### src/design/swrl_pkg.sv
package swrl_pkg;

   // Default sizing
   localparam int CLIENTS_DEF   = 64;
   localparam int LOG_DEPTH_DEF = 64;

   // Field widths
   localparam int ID_W       = 6;
   localparam int TIME_W     = 48;
   localparam int WINDOW_W   = 16;
   localparam int MAX_EV_W   = 7;
   localparam int BLOCK_W    = 32;
   localparam int STATUS_W   = 2;
   localparam int CSR_IDX_W  = 2;
   localparam int CSR_DATA_W = 32;

   // Register reset values
   localparam logic [WINDOW_W-1:0] WINDOW_RST = WINDOW_W'(1000);
   localparam logic [MAX_EV_W-1:0] MAX_EV_RST = MAX_EV_W'(50);
   localparam logic [BLOCK_W-1:0]  BLOCK_RST  = BLOCK_W'(60000);

   // Register indexes
   localparam logic [CSR_IDX_W-1:0] CSR_WINDOW = 2'd0;
   localparam logic [CSR_IDX_W-1:0] CSR_MAX_EV = 2'd1;
   localparam logic [CSR_IDX_W-1:0] CSR_BLOCK  = 2'd2;

   // Result status codes
   localparam logic [STATUS_W-1:0] STATUS_ACCEPT    = 2'd0;
   localparam logic [STATUS_W-1:0] STATUS_BLOCKED   = 2'd1;
   localparam logic [STATUS_W-1:0] STATUS_NEW_BLOCK = 2'd2;

   typedef struct packed {
      logic [ID_W-1:0]   client_id;
      logic [TIME_W-1:0] now_ms;
   } req_type;

   typedef struct packed {
      logic                allowed;
      logic [STATUS_W-1:0] status;
   } rsp_type;

   typedef enum logic [2:0] {
      ST_CLEAR,
      ST_IDLE,
      ST_LOOKUP,
      ST_POP_RD,
      ST_POP_CHK,
      ST_DECIDE
   } state_type;

   // Controller to datapath
   typedef struct packed {
      logic                clear_step;
      logic                take;
      logic                lookup;
      logic                log_rd;
      logic                rd_next;
      logic                pop;
      logic                commit_block;
      logic                commit_log;
      logic                rsp_load;
      logic [STATUS_W-1:0] rsp_status;
   } cmd_type;

   // Datapath to controller
   typedef struct packed {
      logic clear_last;
      logic in_range;
      logic blocked;
      logic lookup_empty;
      logic expired;
      logic count_one;
      logic at_limit;
      logic rsp_free;
   } sts_type;

endpackage

### src/design/swrl_ctrl.sv
module swrl_ctrl (
   input  logic              clock,
   input  logic              reset,
   input  logic              req_valid,
   output logic              req_ready,
   input  swrl_pkg::sts_type sts,
   output swrl_pkg::cmd_type cmd
);

   swrl_pkg::state_type state_ff;
   swrl_pkg::state_type state_in;

   // State register
   always_ff @(posedge clock) begin
      if (reset) begin
         state_ff <= swrl_pkg::ST_CLEAR;
      end else begin
         state_ff <= state_in;
      end
   end

   // Next state and commands
   always_comb begin
      state_in       = state_ff;
      req_ready      = 1'b0;
      cmd            = '0;
      cmd.rsp_status = swrl_pkg::STATUS_ACCEPT;
      unique case (state_ff)
         swrl_pkg::ST_CLEAR: begin
            cmd.clear_step = 1'b1;
            if (sts.clear_last) begin
               state_in = swrl_pkg::ST_IDLE;
            end
         end
         swrl_pkg::ST_IDLE: begin
            req_ready = 1'b1;
            if (req_valid) begin
               cmd.take = 1'b1;
               state_in = swrl_pkg::ST_LOOKUP;
            end
         end
         swrl_pkg::ST_LOOKUP: begin
            // Refuse bad slots and clients still blocked; else drop expired entries
            if (!sts.in_range || sts.blocked) begin
               if (sts.rsp_free) begin
                  cmd.rsp_load   = 1'b1;
                  cmd.rsp_status = swrl_pkg::STATUS_BLOCKED;
                  state_in       = swrl_pkg::ST_IDLE;
               end
            end else begin
               cmd.lookup = 1'b1;
               state_in   = sts.lookup_empty ? swrl_pkg::ST_DECIDE : swrl_pkg::ST_POP_RD;
            end
         end
         swrl_pkg::ST_POP_RD: begin
            cmd.log_rd = 1'b1;
            state_in   = swrl_pkg::ST_POP_CHK;
         end
         swrl_pkg::ST_POP_CHK: begin
            // Fetch the following entry while the current one is judged
            if (sts.expired) begin
               cmd.pop     = 1'b1;
               cmd.log_rd  = 1'b1;
               cmd.rd_next = 1'b1;
               if (sts.count_one) begin
                  state_in = swrl_pkg::ST_DECIDE;
               end
            end else begin
               state_in = swrl_pkg::ST_DECIDE;
            end
         end
         swrl_pkg::ST_DECIDE: begin
            if (sts.rsp_free) begin
               cmd.rsp_load = 1'b1;
               state_in     = swrl_pkg::ST_IDLE;
               if (sts.at_limit) begin
                  cmd.commit_block = 1'b1;
                  cmd.rsp_status   = swrl_pkg::STATUS_NEW_BLOCK;
               end else begin
                  cmd.commit_log = 1'b1;
                  cmd.rsp_status = swrl_pkg::STATUS_ACCEPT;
               end
            end
         end
         default: begin
            state_in = swrl_pkg::ST_CLEAR;
         end
      endcase
   end

   a_no_take_in_clear: assert property (@(posedge clock) disable iff (reset)
      (state_ff == swrl_pkg::ST_CLEAR) |-> !req_ready)
      else $error("request taken during clearing pass");

   a_one_commit: assert property (@(posedge clock) disable iff (reset)
      !(cmd.commit_block && cmd.commit_log))
      else $error("block and log commit together");

   a_commit_then_idle: assert property (@(posedge clock) disable iff (reset)
      (cmd.commit_block || cmd.commit_log) |=> (state_ff == swrl_pkg::ST_IDLE))
      else $error("commit did not finish the request");

endmodule

### config.mk
export PLATFORM = sky130hd
export DESIGN_NAME = swrl_ctrl
export DESIGN_NICKNAME = d
export VERILOG_FILES = /design/src/design/swrl_pkg.sv /design/src/design/swrl_ctrl.sv
export SDC_FILE = /design/constraint.sdc
export NUM_CORES = 1
export LEC_CHECK = 0
export BUFFER_PORTS_ARGS = -buffer_cell sky130_fd_sc_hd__buf_2
export CAP_MARGIN = 30
export CORE_AREA = 2 2 39 41
export CTS_CLUSTER_DIAMETER = 60
export CTS_CLUSTER_SIZE = 12
export DETAILED_ROUTE_END_ITERATION = 10
export DIE_AREA = 0 0 41 43
export HOLD_SLACK_MARGIN = 0.1
export PLACE_DENSITY = 0.66
export SYNTH_ARGS = -nofsm -noshare
export SYNTH_HDL_FRONTEND = slang
export SYNTH_SLANG_ARGS = --single-unit
### constraint.sdc
create_clock -name clock -period 1.5 [get_ports clock]
set_input_delay 0.3 -clock clock [delete_from_list [all_inputs] [get_ports clock]]
set_output_delay 0.3 -clock clock [all_outputs]
set_load 0.01 [all_outputs]
Word-level counts from Yosys, hierarchy flattened
Cells that the tools add are included.
Storage, ports and cells
  memory bits (read-only): 0
  input bits: 11
  word-level logic and storage cells: 38
  output and inout bits: 12
  memories kept: 0
  latch bits: 0
  register bits: 3
  memory bits (writable): 0
Cells by class
  multipliers: 0
  eq/ne operators: 8
  multiplexer cells: 25
  shift operators: 0
  div/mod/pow operators: 0
  bitwise logic cells: 0
  order comparisons: 0
  $add $sub $neg: 0
  reduce and logical (&&, ||, !) cells: 4
Operators with widths (count)
  $mux 3: 10
  $pmux 3 s6: 1
  $mux 1: 8
  $eq 3x2->1 const B: 2
  $eq 3x3->1 const B: 2
  $mux 2: 3
  $pmux 3 s2: 1
  $mux 5: 1
  $ne 2x2->1 const B: 2
  $eq 3x1->1 const B: 1
  $logic_not 3->1: 1
  $ne 3x3->1 const B: 1
  $reduce_and 3->1: 1
  $pmux 1 s2: 1
  $logic_not 1->1: 1
  $logic_or 1x1->1: 1

Longest topological paths before layout
  depth after elaboration: 4
  depth in mapped cells: 5
  depth with buffers taken out: 4

Least setup slack after synthesis
OpenSTA, ideal clock, no wires.
  path type: reg2out
  start: register state_ff[2]
  end: output cmd[7] in the netlist's numbering
  cell stages (with the launch flop): 5
  data arrival time: 1105 ps
  path buffers: 1
  path slack: 95 ps
  required time: 1200 ps
  cells stage by stage: dfxtp_1 -> buf_6 -> inv_1 -> nor4b_2 -> a31o_2
RTL lines
  start, declared: RTL line swrl_ctrl.sv:10  | swrl_pkg::state_type state_ff;
  start signal, assigned: RTL line swrl_ctrl.sv:16  | state_ff <= swrl_pkg::ST_CLEAR;
  start signal, assigned: RTL line swrl_ctrl.sv:18  | state_ff <= state_in;
  end, declared: RTL line swrl_ctrl.sv:7  | output swrl_pkg::cmd_type cmd

==> run metrics <==
Req. time, crit path 1.20 ns; CP Max Fanout 4; WL final 971 um; Power Dens Cells 641.4 nW/um2; total vias in the final route 427; share of cells above drive strength 1 0.6712; dpl hpwl about 670 um; top_reg_cell synth dfxtp_1; # DRC 0; clock transition at the registers of the reported paths approximately 0.040 ns; biggest regs state_ff: 3 flops; outcome finished, violations left; Max IR drop VDD 0.3561 mV; worst clock skew between 0.003 and 0.004 ns; CP startpoint kind flip-flop; die height between 40 and 50 um; TritonCTS clock tree yes; hold crit path type input pin to flip-flop; CP Capture Point cmd[7]; most frequent CP cell buf_6; vias in the first global route 376; CP Cell Sequence buf_6, nor4b_4, a31o_2, buf_6; flop2flop setup slack 0.15 ns; Sink Count 3; Seq/Total Area, Yosys 0.1745; FF-to-FF End state_ff[0]$_SDFFE_PP0P_; Max Cap Viol 0; ys async rst share 0; Layout Nets 85; largest net degree at the start of global routing 7; Max stage delay on crit path 0.32 ns; Unique masters post-synth 25; Cells after Synth 41; flops & latches, synth 3; clk root buf clkbuf_4; CP max-delay cell dfxtp_2; DP Area between 400 and 500 um2; Tightest Pin Transition 0.2564 ns; antenna violations before repair 0; clock latency on the worst-skew pair about 0.23 ns; Syn Std Cell Area 344.1 um2; final worst path period need 1.532 ns; WL/cell 10.91 um; setup-violating endpoint count in the final report 2; clock buffer depth 2; DIE AREA about 1800 um2; first-pass GRT wire length 1380 um; # rows 14; core area 1384 um2; Avg Inst Size Synth 8.392 um2; count of pins over their slew limit 0; largest reg by FF count state_ff; final instance area 595.6 um2; CTS buffer count 3; gr usage total 0.1142; Final ANT Viol Nets 0; Synth Net Count 52; Critical Path Start state_ff[1]$_SDFFE_PP0P_; H-Tree Level Count 1; fin crit share 1.021; final hold vios 0; # port buffers 22; GRT overflow 0; diodes inserted 0; Worst setup EP type primary output; routability cong. 0.7455; die width 41 um; Yosys Warn Count 0; EDFF count, synth 0; R2R depth 6; Filler Cell Count between 100 and 150; Setup WS post-layout -0.03213 ns; worst rel slew slack 0.8281; area delta synth->final 73.09%; Lkg Pwr 0.0002908 uW; Ports 23; failing checks negative setup slack; fmax 652.7 MHz; Initial Util 0.2486; Initial DRT Pass Iterations 3; WS Path Type flip-flop to primary output; DRT iter0 DRCs 2; # hold bufs at CTS 0; CP Data Arrival Time 1.23 ns; Via density 4.798; setup TNS -0.03773 ns; RR Startpoint state_ff[2]$_SDFFE_PP0P_; RSZ-0062 raised after global routing true; max reg flops 3
-- per-stage QoR --
stage               cells    util  worst slack (ns)  total power, uW  hold WS (ns)
floorplan              41       -           0.09498            171.6        0.3691
global placement       81  0.3454            0.1632            215.0        0.5024
detailed placement     81  0.3454            0.1317            215.7        0.4985
CTS                    87  0.4114          -0.03937            383.4        0.2425
global route           89  0.4304          -0.08710            409.6        0.2673
finish                 89  0.4304          -0.03213            382.0        0.2519
-- synthesized netlist by cell type, drive strengths merged, types with 2 or more instances --
cell type / number / area share
a21oi: 2 / 0.029
and4: 2 / 0.051
buf: 4 / 0.12
dfxtp: 3 / 0.17
inv: 3 / 0.033
mux2i: 2 / 0.058
nand2: 2 / 0.022
nand2b: 3 / 0.055
nor2: 4 / 0.044
nor2b: 2 / 0.036
nor3b: 2 / 0.076
nor4: 2 / 0.055
-- worst min path at each step --
stage	cells past startpoint	from	end	slack, ns
detailed placement	2	reset	state_ff[2]$_SDFFE_PP0P_	0.50
finish	2	reset	state_ff[2]$_SDFFE_PP0P_	0.25
global placement	2	reset	state_ff[2]$_SDFFE_PP0P_	0.50
CTS	2	reset	state_ff[2]$_SDFFE_PP0P_	0.24
floorplan	1	reset	state_ff[2]$_SDFFE_PP0P_	0.37
global route	2	reset	state_ff[0]$_SDFFE_PP0P_	0.27
-- worst max-delay path: cells and delay by family, from the launching register on --
kind	cells	cell delay, ns
buffers and inverters	2	0.22
and+or+nand+nor	1	0.30
DFF	1	0.32
AOI/OAI and AO/OA	1	0.15
-- layout make-up --
cell class                 instances  area, um2  share of cell area
sequential                         3      66.31              0.1113
multi-input combinational         31      266.5              0.4475
tap                               16      20.02             0.03361
inverter                           3      11.26             0.01891
timing repair buffer              32      205.2              0.3445
clock buffer                       4      26.28             0.04412
-- layer usage --
layer / vias up / global-route usage / wire (um)
li1: 213 / - / -
met3: 0 / 0.01571 / 64
met2: 18 / 0.1750 / 512
met4: 0 / 0.08000 / 0
met1: 196 / 0.1374 / 394
met5: - / 0 / 0
-- timing repair --
item	4_1_cts	5_1_grt
endpoints found under the setup margin	10	10
endpoints found under the hold margin	0	0
pin swaps	5	3
resized for setup	14	2
buffers inserted	2	2
-- cells by family after synthesis --
kind of cell | share of synthesized area
compound gates | 0.1455
mux | 0.05818
buf+inv | 0.1527
flops | 0.1746
simple gates | 0.4691
-- cells in the final DEF (no fill, tap or decap), drive strengths merged --
cell type,Yosys,final
o211ai,1,1
a21oi,2,2
inv,3,3
mux2i,2,2
and4bb,1,1
a32oi,1,1
and4,2,2
buf,4,32
nor2,4,4
nor4b,1,1
a31o,1,1
nand2,2,2
nor4,2,2
dfxtp,3,3
nor3,1,1
and2,1,1
a22oi,1,1
a211oi,1,1
nand2b,3,3
clkbuf,0,4
nor3b,2,2
and3,1,1
nor2b,2,2
-- where the power goes --
part	internal [uW]	switching [uW]	leakage (uW)
Clock	99.5	38.8	0.0000150
Sequential	88.1	10.2	0.0000261
Combinational	80.1	65.3	0.000250
Power figures use the tool's default switching activity.
